**src/design/rtts_pkg.sv**
```systemverilog
package rtts_pkg;

    localparam int QUEUE_DEPTH = 32;
    localparam int IDX_W       = $clog2(QUEUE_DEPTH);
    localparam int CNT_W       = $clog2(QUEUE_DEPTH + 1);
    localparam int SUM_W       = IDX_W + 1;

    localparam logic [7:0]  START_DATA   = 8'hAF;
    localparam logic [31:0] KEEPALIVE_MS = 32'd100;

    localparam logic [1:0] MODE_SIMPLE = 2'd0;
    localparam logic [1:0] MODE_TURN   = 2'd1;
    localparam logic [1:0] MODE_SYNC   = 2'd2;

    localparam logic [2:0] OP_TICK    = 3'd0;
    localparam logic [2:0] OP_ENQUEUE = 3'd1;
    localparam logic [2:0] OP_SERVICE = 3'd2;
    localparam logic [2:0] OP_TXDONE  = 3'd3;
    localparam logic [2:0] OP_RECEIVE = 3'd4;

    localparam logic [1:0] ST_NONE     = 2'd0;
    localparam logic [1:0] ST_ACCEPTED = 2'd1;
    localparam logic [1:0] ST_TOOLARGE = 2'd2;
    localparam logic [1:0] ST_OVERFLOW = 2'd3;

    localparam logic [1:0] SENT_NONE = 2'd0;
    localparam logic [1:0] SENT_DATA = 2'd1;
    localparam logic [1:0] SENT_SYNC = 2'd2;

    localparam logic [2:0] REG_SCHED_MODE  = 3'd0;
    localparam logic [2:0] REG_TURN_TMO    = 3'd1;
    localparam logic [2:0] REG_GUARD       = 3'd2;
    localparam logic [2:0] REG_CONN_TMO    = 3'd3;
    localparam logic [2:0] REG_BEACON      = 3'd4;
    localparam logic [2:0] REG_MAX_PACKET  = 3'd5;
    localparam logic [2:0] REG_SEND_BUDGET = 3'd6;

    typedef enum logic [5:0] {
        K_NOP     = 6'b000001,
        K_TICK    = 6'b000010,
        K_ENQUEUE = 6'b000100,
        K_SERVICE = 6'b001000,
        K_TXDONE  = 6'b010000,
        K_RECEIVE = 6'b100000
    } t_kind;

    typedef struct packed {
        t_kind      kind;
        logic [8:0] pkt_bytes;
        logic       is_data_start;
        logic       radio_ready;
    } t_cmd;

    typedef struct packed {
        logic [1:0]  sched_mode;
        logic [15:0] turn_timeout_ms;
        logic [15:0] guard_time_ms;
        logic [15:0] connection_timeout_ms;
        logic [15:0] beacon_interval_ms;
        logic [8:0]  max_packet_bytes;
        logic [12:0] send_budget_bytes;
    } t_cfg;

    typedef struct packed {
        logic [15:0] tx_error_count;
        logic        link_connected;
        logic        overflow_flag;
        logic [12:0] bytes_queued;
        logic        forward_received;
        logic [8:0]  sent_length;
        logic [1:0]  sent_kind;
        logic [1:0]  status;
    } t_result;

endpackage

```
**src/design/radio_tx_turn_scheduler.sv**
```systemverilog
// Transmit-turn scheduler for a half-duplex packet radio. Each input item (tick, enqueue,
// service, tx done, receive) gives exactly one result item. Items pass through a two-entry
// command queue into a back end that computes all next scheduler state combinationally and
// registers it, so one item per clock is sustained while m_axis_tready stays high. An accepted
// item is held in the command queue register; the back end then registers its result, and
// m_axis_tvalid rises with that result register. The packet length queue is a 32-entry memory
// with a registered read of its head entry. Registers sit at byte addresses 4*i on the APB port
// and should be written only while the block is idle.
module radio_tx_turn_scheduler (
    input  logic        i_clk,
    input  logic        i_rst_n,
    input  logic        s_axis_tvalid,
    output logic        s_axis_tready,
    // [8:0] pkt_bytes, [16:9] lead_byte, [17] radio_ready, [23:18] zero
    input  logic [23:0] s_axis_tdata,
    // [2:0] operation
    input  logic [2:0]  s_axis_tuser,
    output logic        m_axis_tvalid,
    input  logic        m_axis_tready,
    // [1:0] status, [3:2] sent_kind, [12:4] sent_length, [13] forward_received,
    // [26:14] bytes_queued, [27] overflow_flag, [28] link_connected,
    // [44:29] tx_error_count, [47:45] zero
    output logic [47:0] m_axis_tdata,
    input  logic        psel,
    input  logic        penable,
    input  logic        pwrite,
    input  logic [4:0]  paddr,
    input  logic [31:0] pwdata,
    output logic [31:0] prdata,
    output logic        pready
);

    rtts_pkg::t_cfg    r_cfg;
    rtts_pkg::t_cmd    w_cmd;
    rtts_pkg::t_result w_res;
    logic              w_cmd_valid;
    logic              w_cmd_ready;
    logic              w_wr;
    logic [2:0]        w_idx;

    assign pready = 1'b1;
    assign w_wr   = psel && penable && pwrite && pready;
    assign w_idx  = paddr[4:2];

    always_ff @(posedge i_clk) begin
        if (!i_rst_n) begin
            r_cfg.sched_mode            <= rtts_pkg::MODE_SIMPLE;
            r_cfg.turn_timeout_ms       <= 16'd1000;
            r_cfg.guard_time_ms         <= 16'd50;
            r_cfg.connection_timeout_ms <= 16'd2000;
            r_cfg.beacon_interval_ms    <= 16'd1000;
            r_cfg.max_packet_bytes      <= 9'd256;
            r_cfg.send_budget_bytes     <= 13'd2048;
        end else if (w_wr) begin
            case (w_idx)
                rtts_pkg::REG_SCHED_MODE:  r_cfg.sched_mode            <= pwdata[1:0];
                rtts_pkg::REG_TURN_TMO:    r_cfg.turn_timeout_ms       <= pwdata[15:0];
                rtts_pkg::REG_GUARD:       r_cfg.guard_time_ms         <= pwdata[15:0];
                rtts_pkg::REG_CONN_TMO:    r_cfg.connection_timeout_ms <= pwdata[15:0];
                rtts_pkg::REG_BEACON:      r_cfg.beacon_interval_ms    <= pwdata[15:0];
                rtts_pkg::REG_MAX_PACKET:  r_cfg.max_packet_bytes      <= pwdata[8:0];
                rtts_pkg::REG_SEND_BUDGET: r_cfg.send_budget_bytes     <= pwdata[12:0];
                default: begin
                end
            endcase
        end
    end

    always_comb begin
        case (w_idx)
            rtts_pkg::REG_SCHED_MODE:  prdata = {30'd0, r_cfg.sched_mode};
            rtts_pkg::REG_TURN_TMO:    prdata = {16'd0, r_cfg.turn_timeout_ms};
            rtts_pkg::REG_GUARD:       prdata = {16'd0, r_cfg.guard_time_ms};
            rtts_pkg::REG_CONN_TMO:    prdata = {16'd0, r_cfg.connection_timeout_ms};
            rtts_pkg::REG_BEACON:      prdata = {16'd0, r_cfg.beacon_interval_ms};
            rtts_pkg::REG_MAX_PACKET:  prdata = {23'd0, r_cfg.max_packet_bytes};
            rtts_pkg::REG_SEND_BUDGET: prdata = {19'd0, r_cfg.send_budget_bytes};
            default:                   prdata = 32'd0;
        endcase
    end

    rtts_front u_front (
        .i_clk         (i_clk),
        .i_rst_n       (i_rst_n),
        .i_valid       (s_axis_tvalid),
        .o_ready       (s_axis_tready),
        .i_operation   (s_axis_tuser),
        .i_pkt_bytes   (s_axis_tdata[8:0]),
        .i_lead_byte   (s_axis_tdata[16:9]),
        .i_radio_ready (s_axis_tdata[17]),
        .o_cmd_valid   (w_cmd_valid),
        .i_cmd_ready   (w_cmd_ready),
        .o_cmd         (w_cmd)
    );

    rtts_back u_back (
        .i_clk       (i_clk),
        .i_rst_n     (i_rst_n),
        .i_cfg       (r_cfg),
        .i_cmd_valid (w_cmd_valid),
        .o_cmd_ready (w_cmd_ready),
        .i_cmd       (w_cmd),
        .o_res_valid (m_axis_tvalid),
        .i_res_ready (m_axis_tready),
        .o_res       (w_res)
    );

    assign m_axis_tdata = {3'd0, w_res};

endmodule

```
**src/design/rtts_front.sv**
```systemverilog
module rtts_front (
    input  logic          i_clk,
    input  logic          i_rst_n,
    input  logic          i_valid,
    output logic          o_ready,
    input  logic [2:0]    i_operation,
    input  logic [8:0]    i_pkt_bytes,
    input  logic [7:0]    i_lead_byte,
    input  logic          i_radio_ready,
    output logic          o_cmd_valid,
    input  logic          i_cmd_ready,
    output rtts_pkg::t_cmd o_cmd
);

    rtts_pkg::t_cmd r_q [2];
    logic           r_wp;
    logic           r_rp;
    logic [1:0]     r_cnt;
    rtts_pkg::t_cmd w_cmd;
    logic           w_push;
    logic           w_pop;

    always_comb begin
        w_cmd.pkt_bytes     = i_pkt_bytes;
        w_cmd.is_data_start = (i_lead_byte == rtts_pkg::START_DATA);
        w_cmd.radio_ready   = i_radio_ready;
        case (i_operation)
            rtts_pkg::OP_TICK:    w_cmd.kind = rtts_pkg::K_TICK;
            rtts_pkg::OP_ENQUEUE: w_cmd.kind = rtts_pkg::K_ENQUEUE;
            rtts_pkg::OP_SERVICE: w_cmd.kind = rtts_pkg::K_SERVICE;
            rtts_pkg::OP_TXDONE:  w_cmd.kind = rtts_pkg::K_TXDONE;
            rtts_pkg::OP_RECEIVE: w_cmd.kind = rtts_pkg::K_RECEIVE;
            default:              w_cmd.kind = rtts_pkg::K_NOP;
        endcase
    end

    assign o_ready     = (r_cnt != 2'd2);
    assign o_cmd_valid = (r_cnt != 2'd0);
    assign o_cmd       = r_q[r_rp];
    assign w_push      = i_valid && o_ready;
    assign w_pop       = o_cmd_valid && i_cmd_ready;

    always_ff @(posedge i_clk) begin
        if (w_push) begin
            r_q[r_wp] <= w_cmd;
        end
    end

    always_ff @(posedge i_clk) begin
        if (!i_rst_n) begin
            r_wp  <= 1'b0;
            r_rp  <= 1'b0;
            r_cnt <= 2'd0;
        end else begin
            if (w_push) begin
                r_wp <= ~r_wp;
            end
            if (w_pop) begin
                r_rp <= ~r_rp;
            end
            case ({w_push, w_pop})
                2'b10:   r_cnt <= r_cnt + 2'd1;
                2'b01:   r_cnt <= r_cnt - 2'd1;
                default: r_cnt <= r_cnt;
            endcase
        end
    end

endmodule

```
**src/design/rtts_back.sv**
```systemverilog
module rtts_back (
    input  logic              i_clk,
    input  logic              i_rst_n,
    input  rtts_pkg::t_cfg    i_cfg,
    input  logic              i_cmd_valid,
    output logic              o_cmd_ready,
    input  rtts_pkg::t_cmd    i_cmd,
    output logic              o_res_valid,
    input  logic              i_res_ready,
    output rtts_pkg::t_result o_res
);

    logic [8:0]                   r_mem [rtts_pkg::QUEUE_DEPTH];
    logic [8:0]                   r_rd;
    logic [rtts_pkg::IDX_W-1:0]   r_head, n_head;
    logic [rtts_pkg::CNT_W-1:0]   r_count, n_count;
    logic [12:0]                  r_queued, n_queued;
    logic                         r_tx_free, n_tx_free;
    logic                         r_heard, n_heard;
    logic [31:0]                  r_ms_send, n_ms_send;
    logic [31:0]                  r_ms_recv, n_ms_recv;
    logic                         r_connected, n_connected;
    logic                         r_turn_rx, n_turn_rx;
    logic                         r_overflow, n_overflow;
    logic [15:0]                  r_rejects, n_rejects;
    logic                         r_out_valid;
    rtts_pkg::t_result            r_out, n_out;

    logic                         w_fire;
    logic                         w_wr_en;
    logic [rtts_pkg::IDX_W-1:0]   w_wr_addr;
    logic [rtts_pkg::SUM_W-1:0]   w_sum;
    logic [8:0]                   w_head_len;
    logic                         w_svc;
    logic                         w_do_data;
    logic                         w_do_sync;
    logic [31:0]                  w_gap;
    logic [13:0]                  w_need;

    assign o_cmd_ready = !r_out_valid || i_res_ready;
    assign w_fire      = i_cmd_valid && o_cmd_ready;
    assign o_res_valid = r_out_valid;
    assign o_res       = r_out;

    always_comb begin
        w_sum = rtts_pkg::SUM_W'(r_head) + rtts_pkg::SUM_W'(r_count);
        if (w_sum >= rtts_pkg::SUM_W'(rtts_pkg::QUEUE_DEPTH)) begin
            w_sum = w_sum - rtts_pkg::SUM_W'(rtts_pkg::QUEUE_DEPTH);
        end
        w_wr_addr = w_sum[rtts_pkg::IDX_W-1:0];
        w_need    = {5'd0, i_cmd.pkt_bytes} + {1'b0, r_queued};
    end

    always_comb begin
        n_head      = r_head;
        n_count     = r_count;
        n_queued    = r_queued;
        n_tx_free   = r_tx_free;
        n_heard     = r_heard;
        n_ms_send   = r_ms_send;
        n_ms_recv   = r_ms_recv;
        n_connected = r_connected;
        n_turn_rx   = r_turn_rx;
        n_overflow  = r_overflow;
        n_rejects   = r_rejects;
        n_out       = '0;
        w_wr_en     = 1'b0;
        w_svc       = 1'b0;
        w_do_data   = 1'b0;
        w_do_sync   = 1'b0;
        w_gap       = 32'd0;
        w_head_len  = r_rd;

        if (w_fire) begin
            case (i_cmd.kind)
                rtts_pkg::K_TICK: begin
                    if (r_ms_send != 32'hFFFF_FFFF) begin
                        n_ms_send = r_ms_send + 32'd1;
                    end
                    if (r_ms_recv != 32'hFFFF_FFFF) begin
                        n_ms_recv = r_ms_recv + 32'd1;
                    end
                end
                rtts_pkg::K_ENQUEUE: begin
                    if (i_cmd.pkt_bytes > i_cfg.max_packet_bytes) begin
                        n_out.status = rtts_pkg::ST_TOOLARGE;
                        if (r_rejects != 16'hFFFF) begin
                            n_rejects = r_rejects + 16'd1;
                        end
                    end else if (w_need > {1'b0, i_cfg.send_budget_bytes} ||
                                 r_count >= rtts_pkg::CNT_W'(rtts_pkg::QUEUE_DEPTH)) begin
                        n_out.status = rtts_pkg::ST_OVERFLOW;
                        n_overflow   = 1'b1;
                        if (r_rejects != 16'hFFFF) begin
                            n_rejects = r_rejects + 16'd1;
                        end
                    end else begin
                        w_wr_en      = 1'b1;
                        n_count      = r_count + 1'b1;
                        n_queued     = w_need[12:0];
                        n_overflow   = 1'b0;
                        n_out.status = rtts_pkg::ST_ACCEPTED;
                        w_svc        = 1'b1;
                        if (r_count == '0) begin
                            w_head_len = i_cmd.pkt_bytes;
                        end
                    end
                end
                rtts_pkg::K_SERVICE: begin
                    w_svc = 1'b1;
                end
                rtts_pkg::K_TXDONE: begin
                    n_tx_free = 1'b1;
                end
                rtts_pkg::K_RECEIVE: begin
                    n_heard   = 1'b1;
                    n_ms_recv = 32'd0;
                    if (i_cfg.sched_mode == rtts_pkg::MODE_SYNC) begin
                        n_turn_rx              = 1'b0;
                        n_connected            = 1'b1;
                        n_out.forward_received = i_cmd.is_data_start;
                    end else begin
                        n_out.forward_received = 1'b1;
                    end
                end
                default: begin
                end
            endcase
        end

        if (w_svc && n_tx_free) begin
            case (i_cfg.sched_mode)
                rtts_pkg::MODE_SIMPLE: begin
                    w_do_data = (n_count != '0);
                end
                rtts_pkg::MODE_TURN: begin
                    w_do_data = (n_count != '0) &&
                                (n_heard || r_ms_send > {16'd0, i_cfg.turn_timeout_ms});
                end
                rtts_pkg::MODE_SYNC: begin
                    if (!(n_turn_rx && r_ms_recv < {16'd0, i_cfg.guard_time_ms})) begin
                        if (r_ms_recv > {16'd0, i_cfg.connection_timeout_ms}) begin
                            n_connected = 1'b0;
                        end
                        w_gap = n_connected ? rtts_pkg::KEEPALIVE_MS
                                            : {16'd0, i_cfg.beacon_interval_ms};
                        if (n_count != '0) begin
                            w_do_data = 1'b1;
                        end else begin
                            w_do_sync = (r_ms_send > w_gap);
                        end
                        n_turn_rx = 1'b1;
                    end
                end
                default: begin
                end
            endcase

            if (i_cmd.radio_ready && (w_do_data || w_do_sync)) begin
                n_tx_free = 1'b0;
                n_ms_send = 32'd0;
                n_heard   = 1'b0;
                if (w_do_data) begin
                    n_head = (r_head == rtts_pkg::IDX_W'(rtts_pkg::QUEUE_DEPTH - 1)) ?
                             '0 : r_head + 1'b1;
                    n_count = n_count - 1'b1;
                    n_queued = ({4'd0, w_head_len} <= n_queued) ?
                               n_queued - {4'd0, w_head_len} : 13'd0;
                    n_out.sent_kind   = rtts_pkg::SENT_DATA;
                    n_out.sent_length = w_head_len;
                end else begin
                    n_out.sent_kind = rtts_pkg::SENT_SYNC;
                end
            end
        end

        n_out.bytes_queued   = n_queued;
        n_out.overflow_flag  = n_overflow;
        n_out.link_connected = n_connected;
        n_out.tx_error_count = n_rejects;
    end

    always_ff @(posedge i_clk) begin
        if (w_wr_en) begin
            r_mem[w_wr_addr] <= i_cmd.pkt_bytes;
        end
        if (w_wr_en && (w_wr_addr == n_head)) begin
            r_rd <= i_cmd.pkt_bytes;
        end else begin
            r_rd <= r_mem[n_head];
        end
    end

    always_ff @(posedge i_clk) begin
        if (w_fire) begin
            r_out <= n_out;
        end
    end

    always_ff @(posedge i_clk) begin
        if (!i_rst_n) begin
            r_head      <= '0;
            r_count     <= '0;
            r_queued    <= 13'd0;
            r_tx_free   <= 1'b1;
            r_heard     <= 1'b1;
            r_ms_send   <= 32'd0;
            r_ms_recv   <= 32'd0;
            r_connected <= 1'b0;
            r_turn_rx   <= 1'b0;
            r_overflow  <= 1'b0;
            r_rejects   <= 16'd0;
            r_out_valid <= 1'b0;
        end else begin
            r_head      <= n_head;
            r_count     <= n_count;
            r_queued    <= n_queued;
            r_tx_free   <= n_tx_free;
            r_heard     <= n_heard;
            r_ms_send   <= n_ms_send;
            r_ms_recv   <= n_ms_recv;
            r_connected <= n_connected;
            r_turn_rx   <= n_turn_rx;
            r_overflow  <= n_overflow;
            r_rejects   <= n_rejects;
            if (w_fire) begin
                r_out_valid <= 1'b1;
            end else if (i_res_ready) begin
                r_out_valid <= 1'b0;
            end
        end
    end

endmodule
```
**config.mk**
```make
export PLATFORM = sky130hd
export DESIGN_NAME = radio_tx_turn_scheduler
export DESIGN_NICKNAME = d
export VERILOG_FILES = /design/src/design/rtts_pkg.sv /design/src/design/radio_tx_turn_scheduler.sv /design/src/design/rtts_front.sv /design/src/design/rtts_back.sv
export SDC_FILE = /design/constraint.sdc
export NUM_CORES = 1
export LEC_CHECK = 0
export ABC_AREA = 1
export BUFFER_PORTS_ARGS = -buffer_cell sky130_fd_sc_hd__buf_2
export CAP_MARGIN = 20
export CORE_MARGIN = 2
export CORE_UTILIZATION = 65
export DETAILED_ROUTE_END_ITERATION = 10
export PLACE_DENSITY = 0.84
export SYNTH_ARGS = -nofsm -noshare
export SYNTH_HDL_FRONTEND = slang
export SYNTH_SLANG_ARGS = --single-unit
```
**constraint.sdc**
```tcl
create_clock -name i_clk -period 15.3 [get_ports i_clk]
set_clock_uncertainty 0.1 [all_clocks]
set_input_delay 1.53 -clock i_clk [delete_from_list [all_inputs] [get_ports i_clk]]
set_output_delay 1.53 -clock i_clk [all_outputs]
set_load 0.1 [all_outputs]
```
==> flow_summary.toml <==
[route]
wl_per_cell_um = 20.1
wl_met2_um = 36100
drt_iter0_markers = 2464
dr.pass1.iters = 7
ant_nets = 0
wl_um = 73700
dr_wl_met3_um = 6320
remaining_drc_errors = 0
vias_per_cell = 6.14
vias = 22500
wl_met1_um = 27900
top_layer = "met4"

[clocking]
worstSkewPairLatency_ns = 0.63
cts_sinks = 575
hold_buffers = 0
cts.htree.levels = 2
cts_setup_buffers = 0
clkTransAtPathRegs_ns = 0.06
cts_tree = "built"
ctsResizeCount = 0
clockRootBuffer = "clkbuf_16"
clockBufferDepth = 3
cts_buffers = 57

[worst_setup_path]
cp_top_family = "simple AND/OR/NAND/NOR gates"
end_kind = "flop"
critPathLaunchType = "flop"
crit_slowest_cell = "dfxtp_1"
cp_data_arrival_time_ns = 8.32
critPathMostFrequentCell = "nand2_1"
critPathRequiredTime_ns = 15.56
reg2reg_depth = 35
cp_max_fo = 34
cp_slowest_stage_delay_ns = 0.80
worstSetupPathType = "reg -> reg"
crit_buf_inv = 7
cp.depth = 35
reg2reg_slack_ns = 7.25
r2r-end = "u_back.o_res[25]"

[grt]
grt_max_degree = 100
grt_overflow = 0
grt_pass1_wl_um = 114000
antenna_found_initial = 0
grt_pass1_vias = 21600
grt.total_usage_pct = 32.9

[synth]
ys_seq_elements = 575
netlist_top_cells_area = "edfxtp_1, dfxtp_1, nand2_1"
yosys_warnings = 0
syn_inst = 2989
avgSynthCellArea_um2 = 9.29
async_reset_ff_share_pct = 0
synth.top_cell.area_share_pct = 39.7
netlist-cell-type-count = 57
ys_top_cells_by_count = "nand2_1, nor2_1, edfxtp_1"
ys_seq_area_share_pct = 54.7
yosysMostFrequentCell = "nand2_1"
synthesis.area_um2 = 27800
synth_area_leader_cell = "edfxtp_1"
synth_edf_count = 367
ys.flop_type = "edfxtp_1"

[place]
gp_congestion = 0.977
post-dp-hpwl_um = 49000
io_buffer_count = 109
dpl_cell_area_um2 = 28700

[pwr]
p_total_mw = 4.37
power_frac_comb_pct = 24.0
seq_power_share_pct = 43.2
cellPowerDensity_nw_per_um2 = 143
p_clk_share_pct = 32.8
p_int_mw = 2.85
p_sw_share_pct = 34.8
ir_drop_mv = 0.142
p_switching_mw = 1.52
leakage_nw = 12.1

[sta]
maxSlewHeadroom_pct = 29.7
rsz0062_at_grt = "no"
finalCritPeriodShare_pct = 52.6
setup_viol = 0
drv_slew = 0
whs_ns = 0.358
finalWorstPathRequiredPeriod_ns = 8.05
fmaxAchievable_ghz = 0.124
setup_tns_ns = 0
worst_pin_slew_ns = 1.05
hold_violations = 0

[finish]
final_nets = 3266
fillers = 2958
seqCellArea_um2 = 15200
drive_gt1_share_pct = 10.2
area_delta_synth_final_pct = 10.3
stdcell_area_um2 = 30600
multiInputGateArea_um2 = 10800

[worst_hold_path]
min_path_type = "reg -> reg"
min_to = "u_front.r_rp"
min_from = "u_front.r_rp"
min_path_cells = 1

[flow_run]
maxCapViolCount = 0

[floorplan]
die_w_um = 211
start_util_pct = 66.0
row_count = 75
num_io_pins = 154
dieHeight_um = 211
core-area_um2 = 42000
dieArea_um2 = 44400

[run_status]
status = "complete, no violations"
through the flow:
stage / instances / setup slack (ns) / util (%)
after floorplan: 3007 / 9.45 / -
after global placement: 3556 / 7.68 / 68.1
after detailed placement: 3557 / 7.40 / 68.2
after CTS: 3665 / 7.39 / 72.7
after global routing: 3666 / 6.67 / 72.8
final: 3667 / 7.25 / 72.8
layout by cell type (no fill, tap or decap), types with 10 or more instances in the layout:
master     instances
a21oi_1          180
a221oi_1          13
buf_2            109
buf_4             26
clkbuf_1          14
clkbuf_16         58
clkbuf_8          10
clkinv_1          13
conb_1            20
dfxtp_1          206
edfxtp_1         367
ha_1             114
inv_1            309
nand2_1          471
nand3_1          132
nand4_1           49
nor2_1           375
nor2_2            29
nor3_1            52
nor4_1            21
o211ai_1          33
o21ai_0          253
o221ai_1          53
o22ai_1           25
or2_2             10
xnor2_1           14
xor2_1            36
routing by layer:
metal / global-route usage (%) / up-vias
li1: - / 10500
met1: 41.5 / 10600
met2: 56.5 / 1196
met3: 4.62 / 249
met4: 15.4 / 0
met5: 0 / -
layout make-up:
class	count	share of cell area, %
tap	539	2.20
antenna	1	0.00818
multi-input combinational	1982	35.3
sequential	575	49.6
timing repair buffer	136	2.51
clock buffer	82	5.36
clock inverter	26	0.936
inverter	326	4.02
power by group through the flow:
stage	registers [mW]	logic [mW]	clock network, mW
finish	1.89	1.05	1.43
global route	1.90	1.10	1.50
CTS	1.89	1.04	1.44
detailed placement	1.92	1.03	0
global placement	1.92	1.00	0
floorplan	2.31	0.387	0
worst reg2reg max path, delay by kind of cell, from the launching register on:
family | cells | cell delay (ns)
flops | 1 | 0.80
simple gates | 21 | 3.58
compound gates | 2 | 0.56
buf+inv | 7 | 1.15
xor+xnor | 2 | 0.67
fa+ha+maj | 3 | 0.97
worst max path at each step:
stage	start	to
after floorplan	flop	u_back.o_res[15]
after global placement	flop	u_back.o_res[15]
after detailed placement	flop	u_back.o_res[25]
after CTS	flop	u_back.o_res[25]
after global routing	flop	u_back.o_res[25]
final	flop	u_back.o_res[25]
kinds of logic (layout without fill, tap and decap cells):
kind of cell,count (synthesis),after routing,share of synthesized area (%)
simple gates,1182,1182,18.8
compound gates,609,609,12.8
flops,575,575,54.7
buf+inv,450,570,6.62
fa+ha+maj,117,117,5.35
xor+xnor,50,50,1.58
mux,4,4,0.144
other cells,2,21,0.0271
registers in the layout, indices dropped and copies added, names as in the netlist, 2 cells and up, named ones only:
register and count:
r_cfg 88, u_back.o_res 45, u_back.r_count 6, u_back.r_head 5, u_back.r_mem 288, u_back.r_ms_recv 32
u_back.r_ms_send 32, u_back.r_queued 13, u_back.r_rejects 16, u_front.r_cnt 2, u_front.r_q 34
Note: power is estimated with default switching activity, not from simulation.
